==> src/rtl/core/bcd_pkg.sv <==
`default_nettype none

package bcd_pkg;

  localparam int unsigned NUM_WAYS    = 3;
  localparam int unsigned BLOCK_BYTES = 512;
  localparam int unsigned ADDR_BITS   = 24;

  localparam int unsigned OFFSET_W = $clog2(BLOCK_BYTES);
  localparam int unsigned TAG_W    = ADDR_BITS - OFFSET_W;
  localparam int unsigned WAY_W    = $clog2(NUM_WAYS);
  localparam int unsigned COUNT_W  = 16;

  localparam logic [COUNT_W-1:0] COUNT_MAX = 16'hFFFF;
  localparam logic [COUNT_W-1:0] COUNT_ONE = 16'h0001;

  localparam int unsigned IN_DATA_W    = ((ADDR_BITS + 7) / 8) * 8;
  localparam int unsigned IN_USER_W    = 2;
  localparam int unsigned OUT_FIELDS_W = WAY_W + OFFSET_W + TAG_W;
  localparam int unsigned OUT_DATA_W   = ((OUT_FIELDS_W + 7) / 8) * 8;
  localparam int unsigned OUT_PAD_W    = OUT_DATA_W - OUT_FIELDS_W;
  localparam int unsigned OUT_USER_W   = 2;

  typedef enum logic [0:0] {
    ST_IDLE,
    ST_LOOKUP
  } bcd_state_t;

  typedef struct packed {
    logic load;
    logic commit;
  } bcd_cmd_t;

  function automatic logic [TAG_W-1:0] reset_tag(input int unsigned w);
    logic [TAG_W-1:0] t;
    unique case (w)
      1: t = TAG_W'(6552);
      2: t = TAG_W'(3011);
      default: t = '0;
    endcase
    return t;
  endfunction

  function automatic logic [COUNT_W-1:0] reset_count(input int unsigned w);
    logic [COUNT_W-1:0] c;
    unique case (w)
      0: c = COUNT_MAX;
      default: c = '0;
    endcase
    return c;
  endfunction

endpackage

`default_nettype wire

==> src/rtl/core/block_cache_directory.sv <==
// an accepted item is registered, looked up, and its result taken into the result register behind out_tvalid
// throughput: one item per cycle while results drain; the lookup of an item runs against the
//   tag, count and dirty registers once the item is registered and updates them at its end
// reset: synchronous, active low; the directory loads its boot tags and counts with every way
//   dirty, and the channels come up empty
`default_nettype none

module block_cache_directory
  import bcd_pkg::*;
(
  input  wire logic                  clk,
  input  wire logic                  rst_n,
  input  wire logic                  in_tvalid,
  output logic                       in_tready,
  input  wire logic [IN_DATA_W-1:0]  in_tdata,   // byte_address
  input  wire logic [IN_USER_W-1:0]  in_tuser,   // is_fetch, is_write
  output logic                       out_tvalid,
  input  wire logic                  out_tready,
  output logic [OUT_DATA_W-1:0]      out_tdata,  // way, offset_in_block, writeback_block, zeros
  output logic [OUT_USER_W-1:0]      out_tuser   // hit, writeback_needed
);

  bcd_cmd_t            cmd;
  logic                res_hit;
  logic [WAY_W-1:0]    res_way;
  logic [OFFSET_W-1:0] res_offset;
  logic                res_wb_need;
  logic [TAG_W-1:0]    res_wb_block;

  bcd_ctrl u_ctrl (
    .clk       (clk),
    .rst_n     (rst_n),
    .in_valid  (in_tvalid),
    .in_ready  (in_tready),
    .out_valid (out_tvalid),
    .out_ready (out_tready),
    .cmd       (cmd)
  );

  bcd_datapath u_datapath (
    .clk          (clk),
    .rst_n        (rst_n),
    .cmd          (cmd),
    .req_addr     (in_tdata[ADDR_BITS-1:0]),
    .req_fetch    (in_tuser[0]),
    .req_write    (in_tuser[1]),
    .res_hit      (res_hit),
    .res_way      (res_way),
    .res_offset   (res_offset),
    .res_wb_need  (res_wb_need),
    .res_wb_block (res_wb_block)
  );

  assign out_tdata = {{OUT_PAD_W{1'b0}}, res_wb_block, res_offset, res_way};
  assign out_tuser = {res_wb_need, res_hit};

endmodule

`default_nettype wire

==> src/rtl/core/bcd_datapath.sv <==
`default_nettype none

module bcd_datapath
  import bcd_pkg::*;
(
  input  wire logic                  clk,
  input  wire logic                  rst_n,
  input  wire bcd_cmd_t              cmd,
  input  wire logic [ADDR_BITS-1:0]  req_addr,
  input  wire logic                  req_fetch,
  input  wire logic                  req_write,
  output logic                       res_hit,
  output logic [WAY_W-1:0]           res_way,
  output logic [OFFSET_W-1:0]        res_offset,
  output logic                       res_wb_need,
  output logic [TAG_W-1:0]           res_wb_block
);

  logic [ADDR_BITS-1:0] addr_r;
  logic                 fetch_r;
  logic                 write_r;

  logic [TAG_W-1:0]   tag_r   [NUM_WAYS];
  logic [COUNT_W-1:0] cnt_r   [NUM_WAYS];
  logic               dirty_r [NUM_WAYS];

  logic                hit_r;
  logic [WAY_W-1:0]    way_r;
  logic [OFFSET_W-1:0] off_r;
  logic                wb_need_r;
  logic [TAG_W-1:0]    wb_blk_r;

  logic [TAG_W-1:0]    blk;
  logic                hit;
  logic [WAY_W-1:0]    hit_way;
  logic                fetch_found;
  logic [WAY_W-1:0]    fetch_vic;
  logic [WAY_W-1:0]    data_vic;
  logic [WAY_W-1:0]    victim;
  logic [WAY_W-1:0]    sel;

  assign blk = addr_r[ADDR_BITS-1:OFFSET_W];

  always_comb begin
    hit         = 1'b0;
    hit_way     = '0;
    fetch_found = 1'b0;
    fetch_vic   = WAY_W'(NUM_WAYS - 1);
    data_vic    = WAY_W'(NUM_WAYS - 1);
    for (int w = 0; w < NUM_WAYS; w++) begin
      if (!hit && tag_r[w] == blk) begin
        hit     = 1'b1;
        hit_way = WAY_W'(w);
      end
    end
    // pinned way: first full count among all but the last way
    for (int w = 0; w < NUM_WAYS - 1; w++) begin
      if (!fetch_found && cnt_r[w] == COUNT_MAX) begin
        fetch_found = 1'b1;
        fetch_vic   = WAY_W'(w);
      end
    end
    // smallest count, ties to the higher way
    for (int w = NUM_WAYS - 2; w >= 0; w--) begin
      if (cnt_r[data_vic] > cnt_r[w]) begin
        data_vic = WAY_W'(w);
      end
    end
    victim = fetch_r ? fetch_vic : data_vic;
    sel    = hit ? hit_way : victim;
  end

  always_ff @(posedge clk) begin
    if (cmd.load) begin
      addr_r  <= req_addr;
      fetch_r <= req_fetch;
      write_r <= req_write;
    end
  end

  always_ff @(posedge clk) begin
    if (!rst_n) begin
      for (int w = 0; w < NUM_WAYS; w++) begin
        tag_r[w]   <= reset_tag(w);
        cnt_r[w]   <= reset_count(w);
        dirty_r[w] <= 1'b1;
      end
    end else if (cmd.commit) begin
      if (hit) begin
        if (cnt_r[hit_way] != COUNT_MAX) begin
          cnt_r[hit_way] <= cnt_r[hit_way] + COUNT_ONE;
        end
        if (write_r) begin
          dirty_r[hit_way] <= 1'b1;
        end
      end else begin
        tag_r[victim]   <= blk;
        cnt_r[victim]   <= fetch_r ? COUNT_MAX : COUNT_ONE;
        dirty_r[victim] <= write_r;
      end
    end
  end

  always_ff @(posedge clk) begin
    if (cmd.commit) begin
      hit_r     <= hit;
      way_r     <= sel;
      off_r     <= addr_r[OFFSET_W-1:0];
      wb_need_r <= !hit && dirty_r[victim];
      wb_blk_r  <= (!hit && dirty_r[victim]) ? tag_r[victim] : '0;
    end
  end

  assign res_hit      = hit_r;
  assign res_way      = way_r;
  assign res_offset   = off_r;
  assign res_wb_need  = wb_need_r;
  assign res_wb_block = wb_blk_r;

`ifndef ASSERT_OFF
  a_miss_tag: assert property (@(posedge clk) disable iff (!rst_n)
    cmd.commit && !hit |=> tag_r[way_r] == $past(blk))
    else $error("missed block not installed in chosen way");

  a_hit_no_wb: assert property (@(posedge clk) disable iff (!rst_n)
    cmd.commit && hit |=> !wb_need_r && wb_blk_r == '0)
    else $error("write-back reported on a hit");

  a_way_range: assert property (@(posedge clk) disable iff (!rst_n)
    cmd.commit |=> way_r <= WAY_W'(NUM_WAYS - 1))
    else $error("way out of range");

  a_fetch_pin: assert property (@(posedge clk) disable iff (!rst_n)
    cmd.commit && !hit && fetch_r |=> cnt_r[way_r] == COUNT_MAX)
    else $error("fetch fill not pinned");
`endif

endmodule

`default_nettype wire

==> src/rtl/core/bcd_ctrl.sv <==
`default_nettype none

module bcd_ctrl
  import bcd_pkg::*;
(
  input  wire logic clk,
  input  wire logic rst_n,
  input  wire logic in_valid,
  output logic      in_ready,
  output logic      out_valid,
  input  wire logic out_ready,
  output bcd_cmd_t  cmd
);

  bcd_state_t state_r, state_nxt;
  logic       out_valid_r, out_valid_nxt;
  logic       out_free;

  always_ff @(posedge clk) begin
    if (!rst_n) begin
      state_r     <= ST_IDLE;
      out_valid_r <= 1'b0;
    end else begin
      state_r     <= state_nxt;
      out_valid_r <= out_valid_nxt;
    end
  end

  always_comb begin
    state_nxt  = state_r;
    out_free   = !out_valid_r || out_ready;
    cmd.commit = 1'b0;
    unique case (state_r)
      ST_IDLE: begin
        if (in_valid) begin
          state_nxt = ST_LOOKUP;
        end
      end
      ST_LOOKUP: begin
        cmd.commit = out_free;
        if (out_free && !in_valid) begin
          state_nxt = ST_IDLE;
        end
      end
      default: state_nxt = ST_IDLE;
    endcase
    in_ready      = (state_r == ST_IDLE) || cmd.commit;
    cmd.load      = in_valid && in_ready;
    out_valid_nxt = cmd.commit || (out_valid_r && !out_ready);
  end

  assign out_valid = out_valid_r;

`ifndef ASSERT_OFF
  a_commit_room: assert property (@(posedge clk) disable iff (!rst_n)
    cmd.commit |-> !out_valid_r || out_ready)
    else $error("result overwritten before it was taken");

  a_load_lookup: assert property (@(posedge clk) disable iff (!rst_n)
    cmd.load |=> state_r == ST_LOOKUP)
    else $error("accepted item not looked up");
`endif

endmodule

`default_nettype wire

==> config.mk <==
export PLATFORM = sky130hd
export DESIGN_NAME = block_cache_directory
export DESIGN_NICKNAME = d
export VERILOG_FILES = /design/src/rtl/core/bcd_pkg.sv /design/src/rtl/core/block_cache_directory.sv /design/src/rtl/core/bcd_datapath.sv /design/src/rtl/core/bcd_ctrl.sv
export SDC_FILE = /design/constraint.sdc
export NUM_CORES = 1
export LEC_CHECK = 0
export ABC_AREA = 1
export BUFFER_PORTS_ARGS = -buffer_cell sky130_fd_sc_hd__buf_4
export CAP_MARGIN = 10
export CORE_AREA = 4 4 134 136
export DETAILED_ROUTE_END_ITERATION = 12
export DIE_AREA = 0 0 138 140
export PLACE_DENSITY = 0.72
export SYNTH_ARGS = -nofsm -noshare
export SYNTH_HDL_FRONTEND = slang
export SYNTH_SLANG_ARGS = --single-unit
==> constraint.sdc <==
create_clock -name clk -period 4.8 [get_ports clk]
set_clock_uncertainty 0.15 [all_clocks]
set_input_delay 0.48 -clock clk [delete_from_list [all_inputs] [get_ports clk]]
set_output_delay 0.48 -clock clk [all_outputs]
set_load 0.03 [all_outputs]
* After elaboration in Yosys (flattened, before gate mapping)
Memories as Yosys holds them, arrays and structs flattened. A register that Yosys moved wholly into a read port is not among the register bits.
Cells that the tools add are included.
** Storage, ports and cells
- Output and inout port bits :: 36
- Input bits :: 30
- Register bits :: 41
- Memories kept :: 3
- Memory bits (writable) :: 96
- Word-level logic and storage cells :: 97
** Cells by class
- Muxes and demuxes :: 52
- Equality and inequality tests :: 6
- Reductions and logical operators :: 23
- Order comparisons :: 2
- Bitwise logic cells :: 1
- $add $sub $neg :: 1
** Memories
- u_datapath.cnt_r :: words 3, width 16, read ports 5, clocked after memory_dff 0, write ports 3, RTL line bcd_datapath.sv:24 : logic [COUNT_W-1:0] cnt_r [NUM_WAYS];
- u_datapath.tag_r :: words 3, width 15, read ports 4, clocked after memory_dff 1, write ports 3, RTL line bcd_datapath.sv:23 : logic [TAG_W-1:0] tag_r [NUM_WAYS];
- u_datapath.dirty_r :: words 3, width 1, read ports 1, clocked after memory_dff 0, write ports 3, RTL line bcd_datapath.sv:25 : logic dirty_r [NUM_WAYS];
** Operator list (count)
- 16-bit two-way mux :: 5
- 15-bit two-way mux :: 4
- 15-bit equality test :: 3
- 16-bit equality test, second input constant :: 2
- 16-bit > comparator :: 2
- 16-bit OR reduction :: 2
- 1-bit two-way mux :: 30
- 2-bit two-way mux :: 12
- 16-bit by 1-bit adder with 16-bit output, second input constant :: 1
- 16-bit inequality test, second input constant :: 1
- 15-bit OR reduction :: 1
- 1-bit zero test :: 8
- 1-bit logical AND :: 7
- 1-bit logical OR :: 3
- 1-bit one-hot mux with 2 select lines :: 1
- 1-bit OR reduction :: 2
- 1-bit NOT :: 1

* Depth between registers and ports, before layout
An unclocked memory read counts as a cell.
- Word-level depth :: 19
- Gate-level depth with buffers :: 32
- Depth with buffers taken out :: 30

* By module
A second synthesis with hierarchy kept.
** Unflattened totals
- Cell total of the unflattened synthesis :: 1101
- Area total of the unflattened synthesis :: 9177.6 um2
** Modules (own cells, without submodules)
- bcd_datapath :: instances 1, cells each 1079, area each 9018.6 um2
- bcd_ctrl :: instances 1, cells each 13, area each 95.1 um2
- block_cache_directory :: instances 1, cells each 9, area each 63.8 um2

* Least setup slack after synthesis
No wires, ideal clock.
- Path type :: register to register
- Start point :: memory u_datapath.cnt_r[1][15]
- End point :: memory u_datapath.cnt_r[0][0] (enable)
- Setup slack :: -176 ps
- Cell stages (with the launch flop) :: 26
- Data arrival time :: 4415 ps
- Setup time :: 411 ps
- Cell sequence :: edfxtp_1 > inv_1 > ha_1 > nand2_1 > nor4_1 > nand2_1 > a21oi_2 > inv_2 > clkbuf_1 > nand2_1 > o21ai_0 > ha_1 > a21oi_1 > o21ai_0 > nand2_1 > o211ai_1 > nand2_1 > nand3_1 > nand2_1 > nand3_1 > nand2_1 > inv_1 > nand2_1 > nand2_1 > nand3_1 > o21ai_0
** RTL lines (RTL line)
- start, declared :: bcd_datapath.sv:24

==> metrics.txt <==
vias in the first global route=6967; max-slew violation count=0; Placed Cells=1353; fraction of layout cells with a size suffix above 1=~17%; Worst-Skew Late Latency=about 0.42 ns; Post-Synthesis Cells=between 1000 and 1500; DIE AREA=between 15000 and 20000 um^2; Max Clock Freq=223 MHz; Avg Inst Size Synth=8.51 um^2; vias=between 7000 and 8000; worst-margin pin slew=between 1 and 1.5 ns; Starting Density=54.0%; Post-DP HPWL=17400 um; internal power=between 0.002 and 0.0025 W; Rows=48; CTS tree=done; CTS Hold Bufs=0; initial drt markers=801; final net count=around 1200; switching pwr=0.000897 W; Slew HR=between 20% and 30%; gr usage total=between 20% and 30%; Non-Filler Instances=1386; DRC errors left=0; CP Launch Type=register; Hold Slack=a little over 0.08 ns; crit end category=register; clock sinks=~150; synthesis-stage register bit count=152; largest net degree at the start of global routing=29; library cells used by synthesis=42; post-route ant nets=0; Hold WC Path Type=in2reg; drt total wl=23700 um; DR pass1 iterations=6; average wire per standard cell=around 17 um; Setup TNS=0 ns; clock slew seen by the registers of the worst setup and hold paths=0.06 ns; gpl congestion=~0.96; CTS root buf=clkbuf_16; arrival time at the worst endpoint=approximately 4.5 ns; Logic pwr share=roughly 15%; RSZ-0062 raised after global routing=no; initial antenna violation count=0; first-pass GRT wire length=about 38000 um; H-Tree Level Count=4; Peak VDD IR=roughly 260 uV; period utilization=just over 90%; Pleak=roughly 4.8 nW; chip width=138 um; Ys Warns=0; setup violators final=0; path type of the worst setup path=reg2reg; max cap viols=0; Clock Power Share=38.2%; synth-to-layout area growth=14.6%; Ant. Diodes=0; fin crit period=approximately 4.5 ns; sequential element share of the synthesized area=between 40% and 50%; Clock Path Buffers=2; Switching Share=roughly a quarter; CTS Buf Count=17; Post-Route Utilization=about three fifths; outcome=completed; Worst Path Required=4.76 ns; via-per-instance ratio=5.44; CP Max Fanout=15; final hold violations=0; Layout fillers=around 1500; cell area after synthesis=approximately 9100 um^2; I/O Buffers=slightly below 60; chip height=between 100 and 150 um; Pwr Density=approximately 320 nW/um^2; GRT overflow=0; IO Pins=66; core area=around 17000 um^2; Reg power frac=~47%
[sequential cells by signal, indices dropped and copies added, names as in the netlist]
signal	flops
u_datapath.cnt_r	48
u_datapath.tag_r	45
u_datapath.addr_r	24
u_datapath.res_wb_block	15
u_datapath.res_offset	9
u_datapath.dirty_r	3
u_datapath.res_way	2
u_ctrl.out_valid	1
u_ctrl.state_r	1
u_datapath.fetch_r	1
u_datapath.res_hit	1
u_datapath.res_wb_need	1
u_datapath.write_r	1
[metal layers]
metal	vias to the layer above	part of all wire [%]	track usage [%]
met2	402	43	36.2
met5	-	0	0
met1	3451	44	36.9
met4	0	2.2	8.06
met3	35	11	5.70
li1	3651	-	-
[power groups by stage]
stage / combinational, W / sequential [W] / clock, W
CTS: 0.000478 / 0.00158 / 0.00130
finish: 0.000496 / 0.00158 / 0.00128
global route: 0.000553 / 0.00159 / 0.00136
global placement: 0.000467 / 0.00161 / 0
floorplan: 0.000301 / 0.00162 / 0
detailed placement: 0.000475 / 0.00161 / 0
[metrics by stage]
step | total power (W) | setup slack (ns) | cell area (um^2)
after global routing | 0.00350 | 0.0293 | 10500
after floorplan | 0.00193 | 0.258 | 9160
final | 0.00336 | 0.314 | 10500
after global placement | 0.00207 | 0.118 | 9800
after CTS | 0.00336 | 0.0354 | 10400
after detailed placement | 0.00208 | 0.0482 | 9800
[placed cells by master, fill, tap and decap left out, drive strengths merged, types with 3 or more instances in the layout]
cell	n
edfxtp	150
nor4	5
nand3	67
nand4	17
buf	87
a21oi	43
nor2	139
nand2	352
o21ai	60
a31oi	3
clkinv	11
ha	33
inv	131
conb	6
xnor2	18
nor3	4
clkbuf	19
[final cells by class]
cell class,count,area (um^2),area share (%)
flip-flops and latches,152,4540,43.4
multi-input cells,757,3870,36.9
repair buffers,87,706,6.74
inverters,135,518,4.95
clock buffers,19,433,4.13
well taps,225,282,2.69
clock inverters,11,125,1.19
[worst paths after layout]
kind,startpoint,endpoint,slack [ns],cells after the start
min reg2reg,u_datapath.addr_r[7]$_DFFE_PP_,u_datapath.res_offset[7]$_DFFE_PP_,0.27,0
max,u_datapath.cnt_r[1][15]$_SDFFCE_PN0P_,u_datapath.tag_r[1][0]$_SDFFCE_PN0P_,0.31,23
max reg2reg,u_datapath.cnt_r[1][15]$_SDFFCE_PN0P_,u_datapath.tag_r[1][0]$_SDFFCE_PN0P_,0.31,23
min,in_tuser[1],u_datapath.write_r$_DFFE_PP_,0.08,1
[cell families (layout without fill, tap and decap cells)]
logic type                 after synthesis  after routing  share of synthesized area, %
buffers and inverters                  171            252                          8.50
adders and majority gates               33             33                          4.52
DFF                                    152            152                          49.7
xor gates and xnor gates                19             19                          1.82
other                                    1              6                        0.0410
AOI/OAI and AO/OA                      113            113                          6.86
and+or+nand+nor                        586            586                          28.6
[synth_stat cells, drive strengths merged]
| cell type | n | area [um^2] |
|---|---|---|
| a21o | 1 | 7.51 |
| conb | 1 | 3.75 |
| clkbuf | 8 | 30.0 |
| nand4 | 17 | 121 |
| o31ai | 1 | 12.5 |
| o21ai | 60 | 304 |
| a31oi | 3 | 18.8 |
| clkinv | 5 | 18.8 |
| o22ai | 1 | 6.26 |
| nor3 | 4 | 20.0 |
| ha | 33 | 413 |
| and3 | 1 | 6.26 |
| nand3 | 67 | 393 |
| o41ai | 1 | 8.76 |
| buf | 28 | 240 |
| dfxtp | 2 | 40.0 |
| nand3b | 1 | 7.51 |
| nor2 | 139 | 642 |
| xor2 | 1 | 8.76 |
| edfxtp | 150 | 4500 |
| a21oi | 43 | 245 |
| nand2 | 352 | 1390 |
| a221oi | 1 | 8.76 |
| xnor2 | 18 | 158 |
| o211ai | 2 | 15.0 |
| inv | 130 | 488 |
| nor4 | 5 | 31.3 |
[critical path, stage by stage (launching register included)]
cell	delay, ns
edfxtp_1	0.42
inv_1	0.09
ha_1	0.30
nand2_1	0.12
nor4_4	0.34
nand2_1	0.14
a21oi_4	0.25
buf_4	0.21
o21ai_0	0.09
ha_1	0.31
nand2_1	0.06
inv_1	0.08
nand3_1	0.10
nor2_1	0.16
nand3_1	0.11
nand2_1	0.11
nand3_1	0.08
nand2_1	0.12
inv_1	0.12
buf_4	0.18
nor2_4	0.21
clkinv_1	0.13
nand2_1	0.09
buf_6	0.21
[repair_timing]
action | CTS | global route
gates resized for setup | 0 | 11
buffers inserted | 0 | 2
endpoints found under the setup margin | 0 | 150
Note: power is estimated with default switching activity, not from simulation.
